==> config.mk <==
export PLATFORM = sky130hd
export DESIGN_NAME = tail_drop_packet_queue
export DESIGN_NICKNAME = d
export VERILOG_FILES = /design/src/rtl/tdpq_pkg.sv /design/src/rtl/tdpq_ram.sv /design/src/rtl/tail_drop_packet_queue.sv
export SDC_FILE = /design/constraint.sdc
export NUM_CORES = 2
export LEC_CHECK = 0
export BUFFER_PORTS_ARGS = -buffer_cell sky130_fd_sc_hd__buf_4
export CAP_MARGIN = 20
export CORE_ASPECT_RATIO = 1.2
export CORE_MARGIN = 3
export CORE_UTILIZATION = 50
export DETAILED_ROUTE_END_ITERATION = 7
export GPL_ROUTABILITY_DRIVEN = 0
export PLACE_DENSITY = 0.75
export SKIP_LAST_GASP = 1
export SYNTH_ARGS = -nofsm -noshare
export SYNTH_HDL_FRONTEND = slang
export SYNTH_SLANG_ARGS = --single-unit
==> constraint.sdc <==
create_clock -name clk -period 9.4 [get_ports clk]
set_input_delay 1.88 -clock clk [delete_from_list [all_inputs] [get_ports clk]]
set_output_delay 1.88 -clock clk [all_outputs]
set_load 0.03 [all_outputs]
==> src/rtl/tdpq_pkg.sv <==
`timescale 1ns / 1ps
// ----------------------------------------------------------------------------
// tdpq_pkg
// Shared types and constants of the tail-drop packet queue.
// ----------------------------------------------------------------------------
package tdpq_pkg;

  localparam int QUEUE_DEPTH = 64;
  localparam int PTR_W       = $clog2(QUEUE_DEPTH);
  localparam int CNT_W       = 7;
  localparam int BYTES_W     = 22;
  localparam int HANDLE_W    = 16;
  localparam int LENGTH_W    = 16;
  localparam int ENTRY_W     = HANDLE_W + LENGTH_W;
  localparam int MAXPKT_W    = 6;
  localparam int MAXBYTE_W   = 20;
  localparam int CFG_IDX_W   = 2;
  localparam int CFG_DATA_W  = 20;

  // operation codes
  localparam logic [1:0] KIND_ENQUEUE = 2'd0;
  localparam logic [1:0] KIND_DEQUEUE = 2'd1;
  localparam logic [1:0] KIND_FLUSH   = 2'd2;

  // result status codes
  localparam logic [2:0] ST_ACCEPTED = 3'd0;
  localparam logic [2:0] ST_DROPPED  = 3'd1;
  localparam logic [2:0] ST_DEQUEUED = 3'd2;
  localparam logic [2:0] ST_EMPTY    = 3'd3;
  localparam logic [2:0] ST_FLUSHED  = 3'd4;

  // configuration register indexes
  localparam logic [CFG_IDX_W-1:0] REG_LIMIT_MODE  = 2'd0;
  localparam logic [CFG_IDX_W-1:0] REG_MAX_PACKETS = 2'd1;
  localparam logic [CFG_IDX_W-1:0] REG_MAX_BYTES   = 2'd2;

  localparam logic [MAXPKT_W-1:0]  MAX_PACKETS_RST = 6'd63;
  localparam logic [MAXBYTE_W-1:0] MAX_BYTES_RST   = 20'd96000;

  typedef struct packed {
    logic [1:0]          kind;
    logic [HANDLE_W-1:0] packet_handle;
    logic [LENGTH_W-1:0] packet_length;
  } in_item_t;

  typedef struct packed {
    logic [2:0]          status;
    logic [HANDLE_W-1:0] out_handle;
    logic [LENGTH_W-1:0] out_length;
    logic [CNT_W-1:0]    queued_packets;
    logic [BYTES_W-1:0]  queued_bytes;
  } out_item_t;

endpackage

==> src/rtl/tdpq_ram.sv <==
`timescale 1ns / 1ps
// ----------------------------------------------------------------------------
// tdpq_ram
// Single-port-write, single-port-read synchronous RAM, registered read data.
// ----------------------------------------------------------------------------
module tdpq_ram #(
  parameter int DEPTH  = 64,
  parameter int WIDTH  = 32,
  parameter int ADDR_W = $clog2(DEPTH)
) (
  input  logic              clk,
  input  logic              we,
  input  logic [ADDR_W-1:0] waddr,
  input  logic [WIDTH-1:0]  wdata,
  input  logic              re,
  input  logic [ADDR_W-1:0] raddr,
  output logic [WIDTH-1:0]  rdata
);

  logic [WIDTH-1:0] mem [DEPTH];
  logic [WIDTH-1:0] rdata_r;

  always_ff @(posedge clk) begin
    if (we) begin
      mem[waddr] <= wdata;
    end
  end

  always_ff @(posedge clk) begin
    if (re) begin
      rdata_r <= mem[raddr];
    end
  end

  assign rdata = rdata_r;

endmodule

==> src/rtl/tail_drop_packet_queue.sv <==
`timescale 1ns / 1ps
// ----------------------------------------------------------------------------
// tail_drop_packet_queue
// FIFO of packet descriptors with packet- or byte-limited tail drop.
// The result is registered in the cycle after the input transfer; a dequeue
// of a queued packet first passes through S_READ for the descriptor RAM read.
// One enqueue, flush or empty dequeue per cycle unless the output stalls; a
// queued dequeue stalls input in S_READ. Synchronous reset clears pointers
// and counters, restores default limits; the descriptor RAM is not cleared.
// ----------------------------------------------------------------------------
module tail_drop_packet_queue (
  input  logic                                  clk,
  input  logic                                  rst_n,
  input  logic                                  in_valid,
  output logic                                  in_stall,
  input  tdpq_pkg::in_item_t                    in_data,
  output logic                                  out_valid,
  input  logic                                  out_stall,
  output tdpq_pkg::out_item_t                   out_data,
  input  logic                                  cfg_valid,
  output logic                                  cfg_ready,
  input  logic [tdpq_pkg::CFG_IDX_W-1:0]        cfg_index,
  input  logic [tdpq_pkg::CFG_DATA_W-1:0]       cfg_data
);

  import tdpq_pkg::*;

  typedef enum logic {S_IDLE, S_READ} state_t;

  state_t               state_r, state_nxt;
  logic [PTR_W-1:0]     head_r, head_nxt;
  logic [PTR_W-1:0]     tail_r, tail_nxt;
  logic [CNT_W-1:0]     count_r, count_nxt;
  logic [BYTES_W-1:0]   bytes_r, bytes_nxt;
  logic                 out_valid_r, out_valid_nxt;
  out_item_t            out_data_r, out_data_nxt;
  logic                 limit_mode_r;
  logic [MAXPKT_W-1:0]  max_packets_r;
  logic [MAXBYTE_W-1:0] max_bytes_r;

  logic                 in_xfer;
  logic                 admit;
  logic                 ram_we;
  logic                 ram_re;
  logic [ENTRY_W-1:0]   ram_rdata;
  logic [HANDLE_W-1:0]  rd_handle;
  logic [LENGTH_W-1:0]  rd_length;

  function automatic logic [PTR_W-1:0] advance(input logic [PTR_W-1:0] p);
    advance = (p == PTR_W'(QUEUE_DEPTH - 1)) ? '0 : p + 1'b1;
  endfunction

  tdpq_ram #(
    .DEPTH (QUEUE_DEPTH),
    .WIDTH (ENTRY_W),
    .ADDR_W(PTR_W)
  ) u_ram (
    .clk  (clk),
    .we   (ram_we),
    .waddr(tail_r),
    .wdata({in_data.packet_handle, in_data.packet_length}),
    .re   (ram_re),
    .raddr(head_r),
    .rdata(ram_rdata)
  );

  assign rd_handle = ram_rdata[ENTRY_W-1:LENGTH_W];
  assign rd_length = ram_rdata[LENGTH_W-1:0];

  assign in_stall  = (state_r != S_IDLE) || (out_valid_r && out_stall);
  assign in_xfer   = in_valid && !in_stall;
  assign out_valid = out_valid_r;
  assign out_data  = out_data_r;
  assign cfg_ready = 1'b1;

  // configuration registers
  always_ff @(posedge clk) begin
    if (!rst_n) begin
      limit_mode_r  <= 1'b0;
      max_packets_r <= MAX_PACKETS_RST;
      max_bytes_r   <= MAX_BYTES_RST;
    end else if (cfg_valid && cfg_ready) begin
      unique case (cfg_index)
        REG_LIMIT_MODE:  limit_mode_r  <= cfg_data[0];
        REG_MAX_PACKETS: max_packets_r <= cfg_data[MAXPKT_W-1:0];
        REG_MAX_BYTES:   max_bytes_r   <= cfg_data[MAXBYTE_W-1:0];
        default: ;
      endcase
    end
  end

  always_comb begin
    if (count_r >= CNT_W'(QUEUE_DEPTH)) begin
      admit = 1'b0;
    end else if (limit_mode_r) begin
      admit = bytes_r <= BYTES_W'(max_bytes_r);
    end else begin
      admit = count_r <= CNT_W'(max_packets_r);
    end
  end

  always_comb begin
    state_nxt     = state_r;
    head_nxt      = head_r;
    tail_nxt      = tail_r;
    count_nxt     = count_r;
    bytes_nxt     = bytes_r;
    out_valid_nxt = out_valid_r && out_stall;
    out_data_nxt  = out_data_r;
    ram_we        = 1'b0;
    ram_re        = 1'b0;
    unique case (state_r)
      S_IDLE: begin
        if (in_xfer) begin
          out_valid_nxt           = 1'b1;
          out_data_nxt.out_handle = '0;
          out_data_nxt.out_length = '0;
          out_data_nxt.status     = ST_DROPPED;
          case (in_data.kind)
            KIND_ENQUEUE: begin
              if (admit) begin
                ram_we              = 1'b1;
                tail_nxt            = advance(tail_r);
                count_nxt           = count_r + 1'b1;
                bytes_nxt           = bytes_r + BYTES_W'(in_data.packet_length);
                out_data_nxt.status = ST_ACCEPTED;
              end
            end
            KIND_DEQUEUE: begin
              if (count_r == '0) begin
                out_data_nxt.status = ST_EMPTY;
              end else begin
                ram_re        = 1'b1;
                out_valid_nxt = 1'b0;
                state_nxt     = S_READ;
              end
            end
            KIND_FLUSH: begin
              head_nxt            = '0;
              tail_nxt            = '0;
              count_nxt           = '0;
              bytes_nxt           = '0;
              out_data_nxt.status = ST_FLUSHED;
            end
            default: ;
          endcase
          out_data_nxt.queued_packets = count_nxt;
          out_data_nxt.queued_bytes   = bytes_nxt;
        end
      end
      S_READ: begin
        head_nxt                    = advance(head_r);
        count_nxt                   = count_r - 1'b1;
        bytes_nxt                   = bytes_r - BYTES_W'(rd_length);
        out_valid_nxt               = 1'b1;
        out_data_nxt.status         = ST_DEQUEUED;
        out_data_nxt.out_handle     = rd_handle;
        out_data_nxt.out_length     = rd_length;
        out_data_nxt.queued_packets = count_nxt;
        out_data_nxt.queued_bytes   = bytes_nxt;
        state_nxt                   = S_IDLE;
      end
      default: state_nxt = S_IDLE;
    endcase
  end

  always_ff @(posedge clk) begin
    if (!rst_n) begin
      state_r     <= S_IDLE;
      head_r      <= '0;
      tail_r      <= '0;
      count_r     <= '0;
      bytes_r     <= '0;
      out_valid_r <= 1'b0;
      out_data_r  <= '0;
    end else begin
      state_r     <= state_nxt;
      head_r      <= head_nxt;
      tail_r      <= tail_nxt;
      count_r     <= count_nxt;
      bytes_r     <= bytes_nxt;
      out_valid_r <= out_valid_nxt;
      out_data_r  <= out_data_nxt;
    end
  end

endmodule
# Word-level counts from Yosys, hierarchy flattened
# Memory sizes are Yosys's and may differ from the RTL's. A register that Yosys moved wholly into a read port is not among the register bits.
# Index checks and enable logic that the tools add are counted.
totals:
  inputBits: 61
  memories: 1
  mem_bits_rw: 2048
  ff_bits: 134
classes:
  order_cmp: 3
  n_addsub: 6
  n_bitwise: 1
  reduce_logical: 13
  eq_ne: 9
  muxes: 37
mem_list:
  columns: ["name", "depth", "width", "read_ports", "rd_ports_with_merged_regs", "write_ports", "line", "source"]
  rows:
  - ["u_ram.mem", 64, 32, 1, 1, 1, "tdpq_ram.sv:20", "logic [WIDTH-1:0] mem [DEPTH];"]
ops:
  columns: ["operator", "n"]
  rows:
  - ["64-bit case mux with 2 select lines", 1]
  - ["22-bit case mux with 2 select lines", 2]
  - ["64-bit two-way mux", 1]
  - ["22-bit two-way mux", 2]
  - ["6-bit two-way mux", 5]
  - ["7-bit case mux with 2 select lines", 2]
  - ["6-bit case mux with 2 select lines", 2]
  - ["22-bit by 16-bit adder with 22-bit output", 1]
  - ["22-bit by 20-bit <= comparator with 1-bit output", 1]
  - ["22-bit by 16-bit subtractor with 22-bit output", 1]
  - ["1-bit two-way mux", 16]
  - ["7-bit two-way mux", 2]
  - ["6-bit by 1-bit adder with 6-bit output, second input constant", 2]
  - ["6-bit equality test, second input constant", 2]
  - ["3-bit case mux with 3 select lines", 1]
  - ["2-bit AND reduction", 4]
  - ["7-bit by 1-bit adder with 7-bit output, second input constant", 1]
  - ["7-bit greater-or-equal comparator, second input constant", 1]
  - ["7-bit by 6-bit <= comparator with 1-bit output", 1]
  - ["7-bit logical NOT", 1]
  - ["7-bit by 1-bit subtractor with 7-bit output, second input constant", 1]
  - ["2-bit by 1-bit equality test with 1-bit output, second input constant", 2]
  - ["2-bit equality test, second input constant", 2]
  - ["2-bit logical NOT", 2]
  - ["10 further kinds", 13]

# Logic depth before layout (Yosys ltp)
logic_depth:
  word_depth: 9
  ltp_mapped: 12
  mapped_depth_nobuf: 11

# Hierarchy
# From an unflattened synthesis, not the netlist that was laid out.
hier_totals:
  hier_cells: 4232
  hier_area_um2: 85942.4
by_module_without_submodules:
  columns: ["module", "seq_area_each_um2", "area_per_inst_um2", "n_inst", "cells_per_inst"]
  rows:
  - ["tdpq_ram", 62459.9, 78835.6, 1, 3324]
  - ["tail_drop_packet_queue", 2102.0, 7106.8, 1, 908]

# Least setup slack after synthesis
# OpenSTA, ideal clock, no wires.
synth_timing:
  path_kind: "input to register"
  startpoint: "in out_stall"
  endpoint: "mem u_ram.mem[24][0], enable pin"
  arrival_ns: 4.773
  cell_stages: 9
  setup_time_ns: 0.421
  setup_slack_ns: 4.206
  cell_sequence: "a21oi_1 > nand2_1 > nor2_1 > nand2_1 > nor3_2 > buf_2 > or3b_1 > buf_2 > nor2_1"
synth_between:
  elab_chain_len: 8
synth_lines:
  columns: ["item", "line", "source"]
  rows:
  - ["from (decl)", "tail_drop_packet_queue.sv:18", "input logic out_stall,"]
  - ["1-bit logical AND", "tail_drop_packet_queue.sv:70", "assign in_stall = (state_r != S_IDLE) || (out_valid_r && out_stall);"]
  - ["1-bit logical OR", "tail_drop_packet_queue.sv:70", null]
  - ["1-bit logical NOT", "tail_drop_packet_queue.sv:71", "assign in_xfer = in_valid && !in_stall;"]
  - ["1-bit logical AND", "tail_drop_packet_queue.sv:71", null]
  - ["1-bit two-way mux", "tail_drop_packet_queue.sv:114", "if (in_xfer) begin"]
  - ["1-bit two-way mux", "tail_drop_packet_queue.sv:112", "unique case (state_r)"]
  - ["1-bit two-way mux", "tdpq_ram.sv:24", "if (we) begin"]
  - ["1-bit two-way mux (not written as such)", "tdpq_ram.sv:25", "mem[waddr] <= wdata;"]
  - ["to (decl)", "tdpq_ram.sv:20", null]
# Every way passes these cells.

# Worst setup path after layout
layout_timing:
  startpoint: "reg count_r[3]"
  endpoint: "mem u_ram.mem[17][14], enable pin"
layout_between:
  elab_chain_len: 9
layout_lines:
  columns: ["item", "line", "source"]
  rows:
  - ["from (decl)", "tail_drop_packet_queue.sv:33", "logic [CNT_W-1:0] count_r, count_nxt;"]
  - ["from (signal assigned)", "tail_drop_packet_queue.sv:180", "count_r <= count_nxt;"]
  - ["7-bit by 6-bit <= comparator with 1-bit output", "tail_drop_packet_queue.sv:98", "admit = count_r <= CNT_W'(max_packets_r);"]
  - ["1-bit two-way mux", "tail_drop_packet_queue.sv:95", "end else if (limit_mode_r) begin"]
  - ["1-bit two-way mux (*)", "tail_drop_packet_queue.sv:93", "if (count_r >= CNT_W'(QUEUE_DEPTH)) begin"]
  - ["1-bit two-way mux (*)", "tail_drop_packet_queue.sv:121", "if (admit) begin"]
  - ["1-bit two-way mux (*)", "tail_drop_packet_queue.sv:119", "case (in_data.kind)"]
  - ["1-bit two-way mux (*)", "tail_drop_packet_queue.sv:114", null]
  - ["1-bit two-way mux (*)", "tail_drop_packet_queue.sv:112", null]
  - ["1-bit two-way mux (*)", "tdpq_ram.sv:24", null]
  - ["1-bit two-way mux (not written as such) (*)", "tdpq_ram.sv:25", null]
# Mark *: on every way between the ends. The rest lies on a longest branch, timed or not.

==> results.json <==
{
  "status": "complete, no violations",
  "die_y_um": 460,
  "fin_crit_ns": 5.16,
  "hold_viol_final": 0,
  "maxSlewViolCount": 0,
  "maxCapViolations": 0,
  "finalSetupViolCount": 0,
  "reg2reg_slack_ns": 4.24,
  "htree_levels": 4,
  "grt_pass1_vias": 42660,
  "postCtsSetupBuffers": 0,
  "async_reset_ff_frac": 0,
  "hold_path.class": "register to register",
  "r2r-start": "count_r[3]",
  "cp-end-kind": "register",
  "rows": 165,
  "routed_wl_um": 226000,
  "syn_nets": 4073,
  "port_buffers": 126,
  "synth_area_mm2": 0.0857,
  "initial_utilization": 0.506,
  "firstDrtPassIters": 6,
  "core-area_mm2": 0.169,
  "tns_ns": 0,
  "required_ns": 9.82,
  "grt_max_degree": 157,
  "hpwlAfterDp_um": 128000,
  "clk_path_buf_depth": 3,
  "cts_sinks": 2185,
  "r2r_end": "u_ram.mem[17][14]",
  "worstHoldEndpoint": "max_bytes_r[4]",
  "antenna_found_initial": 16,
  "worst_pin_slew_ns": 1.14,
  "cts-root-buf": "clkbuf_16",
  "hold_depth": 2,
  "irDropWorstVdd_v": 0.000266,
  "hp-start": "max_bytes_r[4]",
  "antenna_left": 0,
  "post_cts_resized": 0,
  "drt-vias-per-instance": 6.59,
  "finalClockSkew_ns": 0.0340,
  "wl_per_cell_um": 34.4,
  "whs_ns": 0.459,
  "worstPathMaxFanout": 32,
  "reg2reg_depth": 9,
  "area_growth_pct": 13.2,
  "clock.fmax_mhz": 194,
  "fin_crit_sh": 0.549,
  "insertion_delay_ns": 0.82,
  "rsz0062_at_grt": "no",
  "crit_type": "register to register",
  "grt_first_pass_wirelength_um": 316000,
  "clkSlewWorstSetupHoldPaths_ns": 0.07,
  "synth.distinct_cells": 74,
  "drive_gt1_frac": 0.294,
  "numCtsBuffers": 200,
  "ys_seq_area_frac": 0.753,
  "drc": 0,
  "gr-total-overflow": 0,
  "p_leak_nw": 29.6,
  "track_usage": 0.250,
  "max-slew-margin-rel": 0.236,
  "die_area_mm2": 0.176,
  "cts_tree": "built",
  "synthCells": 3948,
  "synth_edf_count": 2080,
  "top_level_ports": 128,
  "start_kind": "register",
  "post-place-cells": 6182,
  "finalNetCount": 4277,
  "stdcell_count": 6574,
  "fp.dieW_um": 384,
  "hold_buffers": 0,
  "drt_iter0_markers": 6372,
  "yosys_warnings": 0,
  "synth-seq-cells": 2185,
  "powerDensity_mw_per_mm2": 201,
  "synthFlopType": "edfxtp_1",
  "num_vias": 43308,
  "fin_total_pwr_mw": 19.5,
  "crit_arrival_ns": 5.58,
  "avgSynthCellArea_um2": 21.7
}
[critical path, stage by stage (launching register included)]
cell and delay [ns]:
dfxtp_1 0.54, ha_1 0.32, a21o_1 0.19, a2111oi_0 0.42
nor2_1 0.15, o221a_2 0.41, nor3_2 0.18, buf_4 0.41
nand4bb_1 0.85, nor2_4 1.22
[power breakdown]
part / leakage (nW) / switching (mW) / total [mW] / internal, mW
Clock: 3.18 / 3.59 / 8.23 / 4.64
Combinational: 6.83 / 0.407 / 0.583 / 0.177
Sequential: 19.5 / 0.0296 / 10.7 / 10.7
[logic make-up after synthesis]
logic type               Yosys count  share of synthesized area
AND/OR/NAND/NOR                  405                     0.0226
buffers and inverters            274                     0.0132
XOR/XNOR                          23                    0.00235
adder cells (fa/ha/maj)           64                    0.00952
flip-flops                      2185                      0.753
AO/OA/AOI/OAI                    309                     0.0223
other                              1                  0.0000437
multiplexers                     687                      0.177
[worst max path at each step]
stage,from,end,slack (ns),cells after the start
final,count_r[3],u_ram.mem[17][14],4.24,9
after CTS,count_r[3],u_ram.mem[61][5],4.24,9
after global placement,out_stall,u_ram.mem[15][13],3.62,10
after global routing,count_r[3],u_ram.mem[18][15],3.90,9
after detailed placement,out_stall,u_ram.mem[61][5],3.53,10
after floorplan,out_stall,u_ram.mem[24][0],4.21,9
[routing by layer]
layer  wire [um]  GRT usage
met1       78300      0.329
met4        9200     0.0975
met3       23700     0.0536
met5          88          0
met2      115000      0.412
[cell usage in the layout (no fill, tap or decap), types with 24 or more instances in the layout]
| master | netlist | final |
|---|---|---|
| edfxtp_1 | 2080 | 2080 |
| mux4_2 | 660 | 660 |
| clkbuf_16 | 0 | 204 |
| buf_4 | 12 | 180 |
| a21oi_1 | 118 | 118 |
| dfxtp_1 | 105 | 98 |
| nand2_1 | 92 | 92 |
| nor2_1 | 147 | 82 |
| nor2_4 | 0 | 65 |
| ha_1 | 62 | 62 |
| o21ai_0 | 58 | 58 |
| inv_1 | 53 | 53 |
| and3_1 | 45 | 45 |
| clkinv_1 | 1 | 43 |
| clkbuf_1 | 133 | 38 |
| clkinv_2 | 0 | 33 |
| nor3_1 | 26 | 26 |
| bufinv_16 | 0 | 24 |
[cell type report]
cell class                 count  area (um^2)
antenna                        2         5.00
clock inverter               126         1290
timing repair buffer         222         2330
clock buffer                 242         5250
inverter                      54          203
sequential                  2185        64600
tap                         2254         2820
fill                       11675        72500
multi-input combinational   1489        20500
[registers in the layout (all words and copies together), names as in the netlist]
register	flops
head_r	6
max_bytes_r	20
u_ram.rdata	32
max_packets_r	6
tail_r	6
limit_mode_r	1
u_ram.mem	2048
count_r	7
out_data	35
state_r	1
out_valid	1
bytes_r	22
[cell usage after synthesis (all sizes together), types with 3 or more instances]
cell	n	area [um^2]
o21a	13	97.6
or3b	3	26.3
and2	4	25.0
nor4b	3	26.3
inv	53	199
and3	45	282
mux2	12	135
a211oi	11	82.6
o211ai	11	82.6
buf	87	433
edfxtp	2080	62500
nor2	148	558
or3	5	31.3
a221oi	9	78.8
mux4	660	14900
nand2	92	345
dfxtp	105	2100
a21o	6	45.0
clkbuf	133	499
xnor2	11	96.3
xor2	12	105
o31ai	7	52.6
mux2i	15	150
o41ai	3	26.3
a311oi	3	32.5
o221a	5	56.3
nor2b	8	50.1
nand3	24	120
nand3b	9	67.6
a21boi	4	30.0
nand4	10	62.6
a41oi	4	35.0
nand4bb	3	33.8
ha	62	776
nor4	3	18.8
nand4b	5	43.8
nor3	27	140
a31oi	17	106
o21ai	71	355
nand2b	10	62.6
a21oi	118	591
[stage by stage]
stage | setup WS [ns] | util | cell area, um^2
after floorplan | 4.21 | - | 85700
after global placement | 3.62 | 0.529 | 89600
after detailed placement | 3.53 | 0.531 | 89900
after CTS | 4.24 | 0.569 | 96500
after global routing | 3.90 | 0.572 | 97000
final | 4.24 | 0.572 | 97000
Note: power is estimated with default switching activity, not from simulation.
